==> src/hdl/assert_macros.svh <==
// assertion macros shared by the report builder modules
`ifndef ASSERT_MACROS_SVH
`define ASSERT_MACROS_SVH

`ifndef SYNTHESIS

// checked on every clock edge outside reset
`define HKRB_ASSERT(lbl, prop, msg) \
  lbl: assert property (@(posedge clk) disable iff (!rst_n) prop) else $error(msg);

// checked on every clock edge, reset included
`define HKRB_ASSERT_ALWAYS(lbl, prop, msg) \
  lbl: assert property (@(posedge clk) prop) else $error(msg);

`else

`define HKRB_ASSERT(lbl, prop, msg)
`define HKRB_ASSERT_ALWAYS(lbl, prop, msg)

`endif

`endif

==> src/hdl/hkrb_pkg.sv <==
// shared types and constants of the keyboard report builder
package hkrb_pkg;

  // number of held-key slots in the table
  localparam int KEY_SLOTS  = 6;
  localparam int REPORT_LEN = 5 + KEY_SLOTS;

  // widths of the slot select and the byte counter
  localparam int SLOT_W = (KEY_SLOTS > 1) ? $clog2(KEY_SLOTS) : 1;
  localparam int CNT_W  = ($clog2(REPORT_LEN) > 4) ? $clog2(REPORT_LEN) : 4;

  // command codes
  localparam logic [1:0] CMD_PRESS   = 2'd0;
  localparam logic [1:0] CMD_RELEASE = 2'd1;
  localparam logic [1:0] CMD_TAP     = 2'd2;
  localparam logic [1:0] CMD_CLEAR   = 2'd3;

  // report framing bytes
  localparam logic [7:0] HDR_SYNC  = 8'hFD;
  localparam logic [7:0] HDR_LEN   = 8'((3 + KEY_SLOTS) % 256);
  localparam logic [7:0] HDR_DESC  = 8'h01;
  localparam logic [7:0] HDR_RSVD  = 8'h00;
  localparam logic [7:0] KEY_EMPTY = 8'h00;

  // byte positions within a report
  localparam logic [CNT_W-1:0] POS_SYNC = CNT_W'(0);
  localparam logic [CNT_W-1:0] POS_LEN  = CNT_W'(1);
  localparam logic [CNT_W-1:0] POS_DESC = CNT_W'(2);
  localparam logic [CNT_W-1:0] POS_MODS = CNT_W'(3);
  localparam logic [CNT_W-1:0] POS_RSVD = CNT_W'(4);
  localparam logic [CNT_W-1:0] POS_KEYS = CNT_W'(5);
  localparam logic [CNT_W-1:0] POS_LAST = CNT_W'(REPORT_LEN - 1);

  // table update applied by the datapath
  typedef enum logic [1:0] {
    OP_PRESS,
    OP_RELEASE,
    OP_CLEAR
  } op_t;

  // input beat
  typedef struct packed {
    logic [1:0] command;
    logic [7:0] key_code;
    logic [7:0] modifier_mask;
  } in_t;

  // output beat
  typedef struct packed {
    logic [7:0] report_byte;
    logic [3:0] byte_index;
    logic       last_byte;
  } out_t;

  // controller to datapath
  typedef struct packed {
    logic apply;
    op_t  op;
    logic use_held;
    logic emit;
    logic final_rpt;
  } dp_cmd_t;

  // datapath to controller
  typedef struct packed {
    logic report_done;
  } dp_sts_t;

endpackage

==> src/hdl/hkrb_ctrl.sv <==
// command sequencer of the keyboard report builder
`include "assert_macros.svh"

module hkrb_ctrl (
  input  logic              clk,
  input  logic              rst_n,
  input  logic              in_valid,
  output logic              in_ready,
  input  logic [1:0]        in_command,
  output hkrb_pkg::dp_cmd_t cmd,
  input  hkrb_pkg::dp_sts_t sts
);
  import hkrb_pkg::*;

  typedef enum logic {
    ST_IDLE,
    ST_SEND
  } state_t;

  state_t state_r;
  state_t state_nxt;
  logic   pending_r;
  logic   pending_nxt;
  logic   in_ready_r;
  logic   in_ready_nxt;
  logic   accept;
  op_t    in_op;

  assign accept = in_valid && in_ready_r;

  // map the command code to the first table update
  always_comb begin
    unique case (in_command) inside
      CMD_PRESS, CMD_TAP: in_op = OP_PRESS;
      CMD_RELEASE:        in_op = OP_RELEASE;
      default:            in_op = OP_CLEAR;
    endcase
  end

  // next state and datapath commands
  always_comb begin
    state_nxt     = state_r;
    pending_nxt   = pending_r;
    cmd.apply     = 1'b0;
    cmd.op        = in_op;
    cmd.use_held  = 1'b0;
    cmd.emit      = 1'b0;
    cmd.final_rpt = 1'b0;
    unique case (state_r)
      ST_IDLE: begin
        if (accept) begin
          cmd.apply   = 1'b1;
          pending_nxt = (in_command == CMD_TAP);
          state_nxt   = ST_SEND;
        end
      end
      ST_SEND: begin
        cmd.emit      = 1'b1;
        cmd.final_rpt = !pending_r;
        if (sts.report_done) begin
          if (pending_r) begin
            // second half of press-once: release after the first report
            cmd.apply    = 1'b1;
            cmd.op       = OP_RELEASE;
            cmd.use_held = 1'b1;
            pending_nxt  = 1'b0;
          end else begin
            state_nxt = ST_IDLE;
          end
        end
      end
      default: begin
        state_nxt = ST_IDLE;
      end
    endcase
  end

  assign in_ready_nxt = (state_nxt == ST_IDLE);

  // state and registered outputs
  always_ff @(posedge clk) begin
    if (!rst_n) begin
      state_r    <= ST_IDLE;
      pending_r  <= 1'b0;
      in_ready_r <= 1'b0;
    end else begin
      state_r    <= state_nxt;
      pending_r  <= pending_nxt;
      in_ready_r <= in_ready_nxt;
    end
  end

  assign in_ready = in_ready_r;

  // one command in flight at a time
  `HKRB_ASSERT(a_one_at_a_time, (in_valid && in_ready) |=> !in_ready, "beat taken while busy")
  // the final report of a command frees the input
  `HKRB_ASSERT(a_done_frees, (sts.report_done && !pending_r) |=> in_ready, "input not freed after last report")

endmodule

==> config.mk <==
export PLATFORM = sky130hd
export DESIGN_NAME = hkrb_ctrl
export DESIGN_NICKNAME = d
export VERILOG_FILES = /design/src/hdl/hkrb_pkg.sv /design/src/hdl/hkrb_ctrl.sv
export VERILOG_INCLUDE_DIRS = /design/src /design/src/hdl
export SDC_FILE = /design/constraint.sdc
export NUM_CORES = 1
export LEC_CHECK = 0
export BUFFER_PORTS_ARGS = -buffer_cell sky130_fd_sc_hd__clkbuf_2
export CORE_AREA = 2 2 39 41
export DETAILED_ROUTE_END_ITERATION = 7
export DIE_AREA = 0 0 41 43
export PLACE_DENSITY_LB_ADDON = 0.3
export RECOVER_POWER = 100
export SLEW_MARGIN = 0
export SYNTH_ARGS = -nofsm -noshare
export SYNTH_HDL_FRONTEND = slang
export SYNTH_SLANG_ARGS = --single-unit
==> constraint.sdc <==
create_clock -name clk -period 0.85 [get_ports clk]
set_input_delay 0.0425 -clock clk [delete_from_list [all_inputs] [get_ports clk]]
set_output_delay 0.0425 -clock clk [all_outputs]
set_load 0.02 [all_outputs]
==> qor.yml <==
status: "complete, but fails checks"
violations: "setup timing"
fin_ws_ns: -0.220
synth_top_area_share: 0.358
clockPowerShare: 0.448
synth_nets: 26
post-route-period-util: 1.26
rows: 14
antennaDiodeCount: 0
drt-wirelength-per-cell_um: 9.10
seq_area_um2: 71.3
grt_use_total: 0.0752
h-tree-depth: 1
maxSlewViolCount: 0
power_frac_seq: 0.276
ys_types: 13
dieArea_um2: 1760
yosys.cell_count.top_type: "dfxtp_1"
critPathMaxStageDelay_ns: 0.35
postRouteAntennaNets: 0
vias: 228
rsz0062_at_grt: "true"
synthArstFlopShare: 0
cts_tree: "done"
hold_path_class: "input port to flip-flop"
holdPathStages: 2
place_congestion: 0.676
layout-drive-gt1-share: 0.791
period_needed_ns: 1.07
dr.pass1.iters: 4
dieHeight_um: 43
io_buffers: 12
critPathKind: "flip-flop to output port"
yosysWarnings: 0
clk_pin_slew_ns: 0.04
ys.flop_type: "dfxtp_1"
via_per_inst: 3.86
root_buffer: "clkbuf_4"
path_max_fanout: 4
filler_cell_count: 146
clockBufferDepth: 2
crit_chain: "nand3b_4, buf_6, nand2_4, buf_8"
p_sw_frac: 0.276
clock_latency_ns: 0.24
critPathRequiredTime_ns: 0.81
finalHoldViolCount: 0
synth_edf_count: 0
crit_path_start_kind: "flip-flop"
overflow: 0
critical_path.slowest_cell: "dfxtp_4"
fin_setup_tns_ns: -1.24
drc_errors: 0
antenna_found_initial: 0
dieWidth_um: 41
synth_top_area_cell: "dfxtp_1"
multi_input_area_um2: 128
slew_headroom: 0.922
r2r_slack_ns: -0.19
clkSinkCount: 3
setup_violations: 9
syn_area_um2: 168
placed_cell_area_um2: 268
drv_cap: 0
p_int_mw: 0.413
grt_max_degree: 6
finClkSkew_ns: 0.00222
powerDensity_nw_per_um2: 1310
ys_seq_area_frac: 0.358
grt_pass1_vias: 203
p_comb_frac: 0.276
dpl_worst_slack_ns: -0.0390
p_leak_nw: 0.212
num-nets-final: 50
finalInstanceArea_um2: 435
vdd_ir_drop_max_mv: 0.523
cts_buffers: 3
syn_inst: 20
cp_data_arrival_time_ns: 1.03
grt_pass1_wl_um: 828
area_growth_pct: 160
dr.first_iter.drc_count: 4
synth-seq-cells: 3
tightest_slew_ns: 0.117
initial_core_util: 0.121
rr_worst_depth: 4
pin_count: 13
p_switching_mw: 0.157
totalWireLength_um: 537
critPathCaptureType: "output port"
synth_area_leaders: "dfxtp_1 (36%), nand3b_4 (12%), nor2b_1 (7.5%), nand3_1 (6.0%), o21ai_0 (6.0%)"
postSynthAreaPerCell_um2: 8.38
core_um2: 1380
fmax_mhz: 934
power by group through the flow:
stage	registers [mW]	logic, mW	clock network, mW
final	0.157	0.157	0.255
after floorplan	0.166	0.0501	0
after detailed placement	0.161	0.0991	0
after global placement	0.162	0.0989	0
after global routing	0.159	0.171	0.272
after CTS	0.160	0.126	0.264
cell families after synthesis:
group | synth area share
AND/OR/NAND/NOR | 0.448
flip-flops | 0.358
AO/OA/AOI/OAI | 0.104
buffers and inverters | 0.0896
registers in the layout, indices dropped and copies added, names as in the netlist:
| register | cells |
|---|---|
| pending_r | 1 |
| in_ready | 1 |
| state_r | 1 |
through the flow:
step | utilization | cells | hold slack [ns] | total power [mW]
3_5_place_dp | 0.193 | 50 | 0.312 | 0.261
5_1_grt | 0.315 | 59 | 0.0952 | 0.601
4_1_cts | 0.269 | 56 | 0.0635 | 0.550
2_1_floorplan | - | 20 | 0.163 | 0.216
6_report | 0.315 | 59 | 0.0792 | 0.570
3_3_place_gp | 0.193 | 50 | 0.311 | 0.260
path summary, 6_finish.rpt:
check,start,end
min,rst_n,in_ready$_SDFF_PN0_
max reg2reg,state_r$_SDFF_PN0_,in_ready$_SDFF_PN0_
max,state_r$_SDFF_PN0_,cmd[5]
min reg2reg,pending_r$_SDFFE_PN0P_,pending_r$_SDFFE_PN0P_
per-layer routing:
metal,track usage,share of wire,vias to the layer above
li1,-,-,113
met1,0.0767,0.37,98
met2,0.0969,0.45,15
met3,0.0419,0.15,2
met4,0.0800,0.035,0
met5,0,0,-
cell type report:
cell class,count,share of cell area
multi-input cells,14,0.293
inverters,2,0.0230
well taps,16,0.0460
repair buffers,20,0.414
flip-flops and latches,3,0.164
clock buffers,4,0.0603
worst max-delay path, delay by kind of cell (launching register included):
family / cells / cell delay [ns]
and+or+nand+nor: 2 / 0.21
buffers and inverters: 2 / 0.23
DFF: 1 / 0.35
cells in the final DEF (no fill, tap or decap), types with 3 or more instances in the layout:
cell and instances:
clkbuf_4 3, dfxtp_4 3, clkbuf_2 6, buf_8 4, buf_4 6, buf_6 4
timing repair:
action	in CTS	in global routing
resized for setup	17	18
pin swaps	0	4
gates cloned	0	0
setup endpoints to repair	8	9
setup buffers	2	3
hold buffers	0	0
(Power assumes the default switching activity.)
