`config.mk`:
```
export PLATFORM = sky130hd
export DESIGN_NAME = hkrb_dp
export DESIGN_NICKNAME = d
export VERILOG_FILES = /design/src/hdl/hkrb_pkg.sv /design/src/hdl/hkrb_dp.sv
export VERILOG_INCLUDE_DIRS = /design/src /design/src/hdl
export SDC_FILE = /design/constraint.sdc
export NUM_CORES = 1
export LEC_CHECK = 0
export ABC_AREA = 0
export BUFFER_PORTS_ARGS = -buffer_cell sky130_fd_sc_hd__buf_2
export CAP_MARGIN = 20
export CORE_AREA = 5 5 89 112
export DETAILED_ROUTE_END_ITERATION = 6
export DIE_AREA = 0 0 94 117
export PLACE_DENSITY = 0.79
export SLEW_MARGIN = 10
export SYNTH_ARGS = -nofsm -noshare
export SYNTH_HDL_FRONTEND = slang
export SYNTH_SLANG_ARGS = --single-unit
```
`constraint.sdc`:
```
create_clock -name clk -period 3.65 [get_ports clk]
set_clock_uncertainty 0.15 [all_clocks]
set_input_delay 0.1825 -clock clk [delete_from_list [all_inputs] [get_ports clk]]
set_output_delay 0.1825 -clock clk [all_outputs]
set_load 0.02 [all_outputs]
```
`src/hdl/assert_macros.svh`:
```
// assertion macros shared by the report builder modules
`ifndef ASSERT_MACROS_SVH
`define ASSERT_MACROS_SVH

`ifndef SYNTHESIS

// checked on every clock edge outside reset
`define HKRB_ASSERT(lbl, prop, msg) \
  lbl: assert property (@(posedge clk) disable iff (!rst_n) prop) else $error(msg);

// checked on every clock edge, reset included
`define HKRB_ASSERT_ALWAYS(lbl, prop, msg) \
  lbl: assert property (@(posedge clk) prop) else $error(msg);

`else

`define HKRB_ASSERT(lbl, prop, msg)
`define HKRB_ASSERT_ALWAYS(lbl, prop, msg)

`endif

`endif

```
`src/hdl/hkrb_pkg.sv`:
```
// shared types and constants of the keyboard report builder
package hkrb_pkg;

  // number of held-key slots in the table
  localparam int KEY_SLOTS  = 6;
  localparam int REPORT_LEN = 5 + KEY_SLOTS;

  // widths of the slot select and the byte counter
  localparam int SLOT_W = (KEY_SLOTS > 1) ? $clog2(KEY_SLOTS) : 1;
  localparam int CNT_W  = ($clog2(REPORT_LEN) > 4) ? $clog2(REPORT_LEN) : 4;

  // command codes
  localparam logic [1:0] CMD_PRESS   = 2'd0;
  localparam logic [1:0] CMD_RELEASE = 2'd1;
  localparam logic [1:0] CMD_TAP     = 2'd2;
  localparam logic [1:0] CMD_CLEAR   = 2'd3;

  // report framing bytes
  localparam logic [7:0] HDR_SYNC  = 8'hFD;
  localparam logic [7:0] HDR_LEN   = 8'((3 + KEY_SLOTS) % 256);
  localparam logic [7:0] HDR_DESC  = 8'h01;
  localparam logic [7:0] HDR_RSVD  = 8'h00;
  localparam logic [7:0] KEY_EMPTY = 8'h00;

  // byte positions within a report
  localparam logic [CNT_W-1:0] POS_SYNC = CNT_W'(0);
  localparam logic [CNT_W-1:0] POS_LEN  = CNT_W'(1);
  localparam logic [CNT_W-1:0] POS_DESC = CNT_W'(2);
  localparam logic [CNT_W-1:0] POS_MODS = CNT_W'(3);
  localparam logic [CNT_W-1:0] POS_RSVD = CNT_W'(4);
  localparam logic [CNT_W-1:0] POS_KEYS = CNT_W'(5);
  localparam logic [CNT_W-1:0] POS_LAST = CNT_W'(REPORT_LEN - 1);

  // table update applied by the datapath
  typedef enum logic [1:0] {
    OP_PRESS,
    OP_RELEASE,
    OP_CLEAR
  } op_t;

  // input beat
  typedef struct packed {
    logic [1:0] command;
    logic [7:0] key_code;
    logic [7:0] modifier_mask;
  } in_t;

  // output beat
  typedef struct packed {
    logic [7:0] report_byte;
    logic [3:0] byte_index;
    logic       last_byte;
  } out_t;

  // controller to datapath
  typedef struct packed {
    logic apply;
    op_t  op;
    logic use_held;
    logic emit;
    logic final_rpt;
  } dp_cmd_t;

  // datapath to controller
  typedef struct packed {
    logic report_done;
  } dp_sts_t;

endpackage

```
`src/hdl/hkrb_dp.sv`:
```
// key table, modifier byte, report byte mux and output register
`include "assert_macros.svh"

module hkrb_dp (
  input  logic             clk,
  input  logic             rst_n,
  input  hkrb_pkg::in_t    in_data,
  input  hkrb_pkg::dp_cmd_t cmd,
  output hkrb_pkg::dp_sts_t sts,
  output logic             out_valid,
  input  logic             out_ready,
  output hkrb_pkg::out_t   out_data
);
  import hkrb_pkg::*;

  logic [7:0]       keys_r     [KEY_SLOTS];
  logic [7:0]       keys_nxt   [KEY_SLOTS];
  logic [7:0]       mods_r;
  logic [7:0]       mods_nxt;
  logic [7:0]       code_hold_r;
  logic [7:0]       mask_hold_r;
  logic [CNT_W-1:0] cnt_r;
  logic [CNT_W-1:0] cnt_nxt;
  logic             out_valid_r;
  out_t             out_data_r;

  logic [7:0]         src_code;
  logic [7:0]         src_mask;
  logic [KEY_SLOTS-1:0] match_v;
  logic [KEY_SLOTS-1:0] empty_v;
  logic [KEY_SLOTS-1:0] match_oh;
  logic [KEY_SLOTS-1:0] empty_oh;
  logic               seen_m;
  logic               seen_e;
  logic               any_match;
  logic               any_empty;
  logic               load;
  logic [CNT_W-1:0]   slot_sel;
  logic [7:0]         byte_sel;

  // operands come from the input beat or from the held copy
  assign src_code = cmd.use_held ? code_hold_r : in_data.key_code;
  assign src_mask = cmd.use_held ? mask_hold_r : in_data.modifier_mask;

  // slot compare and first-hit priority select
  always_comb begin
    seen_m = 1'b0;
    seen_e = 1'b0;
    for (int i = 0; i < KEY_SLOTS; i++) begin
      match_v[i]  = (keys_r[i] == src_code);
      empty_v[i]  = (keys_r[i] == KEY_EMPTY);
      match_oh[i] = match_v[i] && !seen_m;
      empty_oh[i] = empty_v[i] && !seen_e;
      seen_m      = seen_m | match_v[i];
      seen_e      = seen_e | empty_v[i];
    end
  end

  assign any_match = |match_v;
  assign any_empty = |empty_v;

  // table and modifier update
  always_comb begin
    keys_nxt = keys_r;
    mods_nxt = mods_r;
    if (cmd.apply) begin
      unique case (cmd.op)
        OP_PRESS: begin
          mods_nxt = mods_r | src_mask;
          if ((src_code != KEY_EMPTY) && !any_match) begin
            for (int i = 0; i < KEY_SLOTS; i++) begin
              if (empty_oh[i]) begin
                keys_nxt[i] = src_code;
              end
            end
          end
        end
        OP_RELEASE: begin
          mods_nxt = mods_r & ~src_mask;
          if (src_code != KEY_EMPTY) begin
            for (int i = 0; i < KEY_SLOTS; i++) begin
              if (match_oh[i]) begin
                keys_nxt[i] = KEY_EMPTY;
              end
            end
          end
        end
        OP_CLEAR: begin
          mods_nxt = 8'h00;
          for (int i = 0; i < KEY_SLOTS; i++) begin
            keys_nxt[i] = KEY_EMPTY;
          end
        end
        default: begin
          mods_nxt = mods_r;
        end
      endcase
    end
  end

  // report byte select
  assign slot_sel = cnt_r - POS_KEYS;

  always_comb begin
    unique case (cnt_r)
      POS_SYNC: byte_sel = HDR_SYNC;
      POS_LEN:  byte_sel = HDR_LEN;
      POS_DESC: byte_sel = HDR_DESC;
      POS_MODS: byte_sel = mods_r;
      POS_RSVD: byte_sel = HDR_RSVD;
      default:  byte_sel = keys_r[slot_sel[SLOT_W-1:0]];
    endcase
  end

  // byte counter steps on each beat loaded into the output register
  assign load    = cmd.emit && (!out_valid_r || out_ready);
  assign cnt_nxt = (cnt_r == POS_LAST) ? '0 : cnt_r + CNT_W'(1);

  assign sts.report_done = load && (cnt_r == POS_LAST);

  // state registers
  always_ff @(posedge clk) begin
    if (!rst_n) begin
      keys_r      <= '{default: KEY_EMPTY};
      mods_r      <= 8'h00;
      cnt_r       <= '0;
      out_valid_r <= 1'b0;
    end else begin
      keys_r <= keys_nxt;
      mods_r <= mods_nxt;
      if (load) begin
        cnt_r <= cnt_nxt;
      end
      if (load) begin
        out_valid_r <= 1'b1;
      end else if (out_ready) begin
        out_valid_r <= 1'b0;
      end
    end
  end

  // payload registers
  always_ff @(posedge clk) begin
    if (cmd.apply && !cmd.use_held) begin
      code_hold_r <= in_data.key_code;
      mask_hold_r <= in_data.modifier_mask;
    end
    if (load) begin
      out_data_r.report_byte <= byte_sel;
      out_data_r.byte_index  <= cnt_r[3:0];
      out_data_r.last_byte   <= cmd.final_rpt && (cnt_r == POS_LAST);
    end
  end

  assign out_valid = out_valid_r;
  assign out_data  = out_data_r;

  // true when the code sits in some slot
  function automatic logic is_held(input logic [7:0] code);
    logic hit;
    hit = 1'b0;
    for (int i = 0; i < KEY_SLOTS; i++) begin
      hit = hit | (keys_r[i] == code);
    end
    return hit;
  endfunction

  // a press with room or a repeat leaves the key held
  `HKRB_ASSERT(a_press_held, (cmd.apply && (cmd.op == OP_PRESS) && (src_code != KEY_EMPTY) && (any_match || any_empty)) |=> is_held($past(src_code)), "pressed key not held")
  // a release leaves the key nowhere in the table
  `HKRB_ASSERT(a_release_gone, (cmd.apply && (cmd.op == OP_RELEASE) && (src_code != KEY_EMPTY)) |=> !is_held($past(src_code)), "released key still held")
  // release all empties everything
  `HKRB_ASSERT(a_clear_empty, (cmd.apply && (cmd.op == OP_CLEAR)) |=> ((mods_r == 8'h00) && (&empty_v)), "state not cleared")

endmodule

```
==> impl_metrics.py <==
metrics = {
    "setup_path": {
        "crit_arrival_ns": 2.96,
        "worstRegToRegCells": 10,
        "start_kind": "input port",
        "path_common_cell": "buf_4",
        "crit_slowest_cell": "dlygate4sd3_1",
        "r2r-start": "code_hold_r[0]$_DFFE_PP_",
        "max_stage_delay_ns": 0.55,
        "worst-setup-path-type": "input port to register",
        "cp_cell_sequence": "dlygate4sd3_1 > buf_2 > mux2i_2 > buf_4 > xnor2_1 > nor4_1 > nand2_1 > nand4_2 > o41ai_4 > buf_4 > nand3_2 > mux2i_1",
        "worstPathRequired_ns": 3.73,
        "crit_path_max_fanout": 8,
        "r2r_setup_slack_ns": 0.86,
        "cp-end-kind": "register",
        "r2r-end": "keys_r[8]$_SDFFE_PN0P_",
    },
    "route": {
        "drt-total-wl_um": 11800,
        "wire_per_inst_um": 17.5,
        "drt_first_iter_violations": 339,
        "drtPass1Iterations": 5,
        "vias_per_cell": 5.69,
        "drcViolationCount": 0,
        "ant_nets": 0,
        "vias": 3832,
    },
    "status": {
        "outcome": "finished clean",
    },
    "power": {
        "power_mw": 2.69,
        "power_leakage_nw": 2.26,
        "ir_drop_mv": 0.242,
        "power.density_nw_per_um2": 466,
    },
    "finish": {
        "diodes": 0,
        "nNetsFinal": 580,
        "layout-drive-gt1-share_pct": 18.3,
        "syn_to_final_growth_pct": 18.0,
    },
    "clocking": {
        "clk_path_buf_depth": 2,
        "cts.clk_slew.worst_paths_ns": 0.07,
        "cts_tree": "done",
        "clockRootBuffer": "clkbuf_16",
        "h-tree-depth": 3,
        "post_cts_buffers": 0,
        "numCtsBuffers": 9,
        "cts_sinks": 90,
        "clk_latency_ns": 0.35,
    },
    "sta": {
        "worst-slew-pin-transition_ns": 0.899,
        "relSlewSlack_pct": 40.0,
        "max_freq_mhz": 346,
        "setup_viol": 0,
        "maxSlewViolCount": 0,
        "period_share_pct": 79.1,
        "min_period_ns": 2.89,
        "rsz0062_at_grt": "false",
        "setup-tns-final_ns": 0,
        "hold_viol": 0,
    },
    "grt": {
        "grt_pass1_vias": 3838,
        "grt_start_max_net_pins": 59,
        "grtUsageTotal_pct": 22.8,
        "antenna_found_initial": 0,
        "overflow": 0,
        "grt_pass1_wl_um": 19200,
    },
    "placement": {
        "post-dp-hpwl_um": 8380,
        "port-buffer-count": 39,
        "gp_congestion": 0.936,
    },
    "logic_synthesis": {
        "seq_area_frac_synth_pct": 42.8,
        "yosys.area.top_type_share_pct": 25.0,
        "synth_area_leaders": "dfxtp_1, edfxtp_1, mux2i_1, xnor2_1, nand2_1",
        "synth-seq-cells": 90,
        "syn_nets": 518,
        "synth_cells": 484,
        "synth_cell_types": 42,
        "synthesis.area_um2": 4890,
        "yosys_warnings": 0,
        "syn_area_per_cell_um2": 10.1,
        "synth_area_leader_cell": "dfxtp_1",
    },
    "worst_hold_path": {
        "holdPathStages": 2,
        "hp-start": "cmd[5]",
        "hold_end": "mask_hold_r[0]$_DFFE_PP_",
        "hp-class": "input port to register",
    },
    "floorplanning": {
        "rows": 39,
        "core_um2": 8880,
        "chipHeight_um": 117,
        "io_pins": 42,
        "initial_utilization_pct": 55.1,
        "dieWidth_um": 94,
        "die-area_um2": 11000,
    },
    "run": {
        "maxCapViolCount": 0,
    },
}
## repair_timing
| action | 4_1_cts | 5_1_grt |
|---|---|---|
| hold buffers | 19 | 0 |
| endpoints found under the hold margin | 18 | 0 |
| gates resized for setup | 0 | 0 |
## worst max-delay path: cells and delay by family
family          cells  cell delay (ns)
simple gates        4             0.71
compound gates      1             0.41
mux                 2             0.36
xor+xnor            1             0.14
buf+inv             4             1.13
## report_power, final
part / switching [mW] / internal, mW / leakage (nW) / total [mW]
clock network: 0.393 / 0.572 / 0.158 / 0.965
registers: 0.0606 / 1.11 / 0.774 / 1.17
logic: 0.305 / 0.253 / 1.33 / 0.558
## Yosys cell counts
master	instances
nand2b_1	11
clkbuf_1	17
a211o_1	3
nand3_1	3
mux4_2	8
buf_4	1
mux2_2	8
dfxtp_1	61
nor2_1	28
nand3_2	3
o22ai_1	5
buf_6	1
mux2i_1	56
a22oi_1	7
nand3b_1	1
o21ai_0	20
edfxtp_1	29
or4_1	3
a31oi_1	1
nand4_2	1
inv_1	10
a211oi_1	1
xnor2_1	49
xor2_1	3
nand4_1	1
or2_2	1
a221oi_1	2
a21boi_0	1
nor2b_1	11
o41ai_4	1
buf_1	2
and2_1	1
mux2i_2	8
a21oi_1	23
nor4_1	24
ha_1	7
nand2_1	66
nand2_2	1
o211ai_4	1
nor3b_1	1
and3_1	1
nor3_1	2
## cell usage in the layout (no fill, tap or decap), types with 2 or more instances in the layout
master         synthesis  layout
nand2_1               66      66
dfxtp_1               61      61
mux2i_1               56      56
xnor2_1               49      49
buf_2                  0      39
edfxtp_1              29      29
nor2_1                28      28
nor4_1                24      24
a21oi_1               23      23
o21ai_0               20      20
dlygate4sd3_1          0      19
buf_4                  1      13
nand2b_1              11      11
nor2b_1               11      11
inv_1                 10      10
clkbuf_16              0      10
mux4_2                 8       8
mux2i_2                8       8
mux2_2                 8       8
a22oi_1                7       7
ha_1                   7       7
o22ai_1                5       5
xor2_1                 3       3
nand3_1                3       3
a211o_1                3       3
or4_1                  3       3
nand3_2                3       3
clkinv_2               0       3
nor3_1                 2       2
a221oi_1               2       2
## routing by layer
| layer | global-route usage (%) | share of wire (%) |
|---|---|---|
| met5 | 0 | 0 |
| met4 | 11.4 | 3.4 |
| met3 | 4.54 | 4.4 |
| met2 | 40.2 | 52 |
| met1 | 26.5 | 41 |
## kinds of logic (layout without fill, tap and decap cells)
group / count (synthesis) / in the layout / synth area share [%]
compound gates: 65 / 65 / 8.44
mux: 80 / 80 / 19.2
buf+inv: 31 / 98 / 2.61
simple gates: 159 / 159 / 15.9
fa+ha+maj: 7 / 7 / 1.79
xor+xnor: 52 / 52 / 9.31
flops: 90 / 90 / 42.8
## area by class of cell
type                       count  area, um^2
clock buffer                  10         250
tap                          123         154
sequential                    90        2090
fill                         717        3110
inverter                      10        37.5
timing repair buffer          72         503
multi-input combinational    363        2670
clock inverter                 6        62.6
## worst max-delay path by stage
stage	from	to	slack (ns)	depth (start not counted)
after global routing	in_data[8]	keys_r[9]$_SDFFE_PN0P_	0.70	12
after CTS	in_data[8]	keys_r[13]$_SDFFE_PN0P_	0.81	12
final	in_data[8]	keys_r[8]$_SDFFE_PN0P_	0.76	12
after global placement	cmd[2]	keys_r[14]$_SDFFE_PN0P_	0.60	11
after floorplan	cnt_r[0]$_SDFFE_PN0P_	out_data[11]$_DFFE_PP_	0.37	9
after detailed placement	cmd[2]	keys_r[10]$_SDFFE_PN0P_	0.55	11
## metrics by stage
stage          area (um^2)  hold WS [ns]  worst slack (ns)  std cells  utilization, %
3_5_place_dp          5270         0.224             0.546        639            59.3
5_1_grt               5770         0.145             0.701        674            65.0
3_3_place_gp          5270         0.225             0.603        639            59.3
4_1_cts               5770         0.146             0.807        674            65.0
6_report              5770         0.148             0.762        674            65.0
2_1_floorplan         4890         0.131             0.368        484               -
## state kept, by name, summed over array words and instances, names as in the netlist
register     flops
keys_r          48
out_data        13
cnt_r            4
mask_hold_r      8
code_hold_r      8
mods_r           8
out_valid        1
Note: power is estimated with default switching activity, not from simulation.
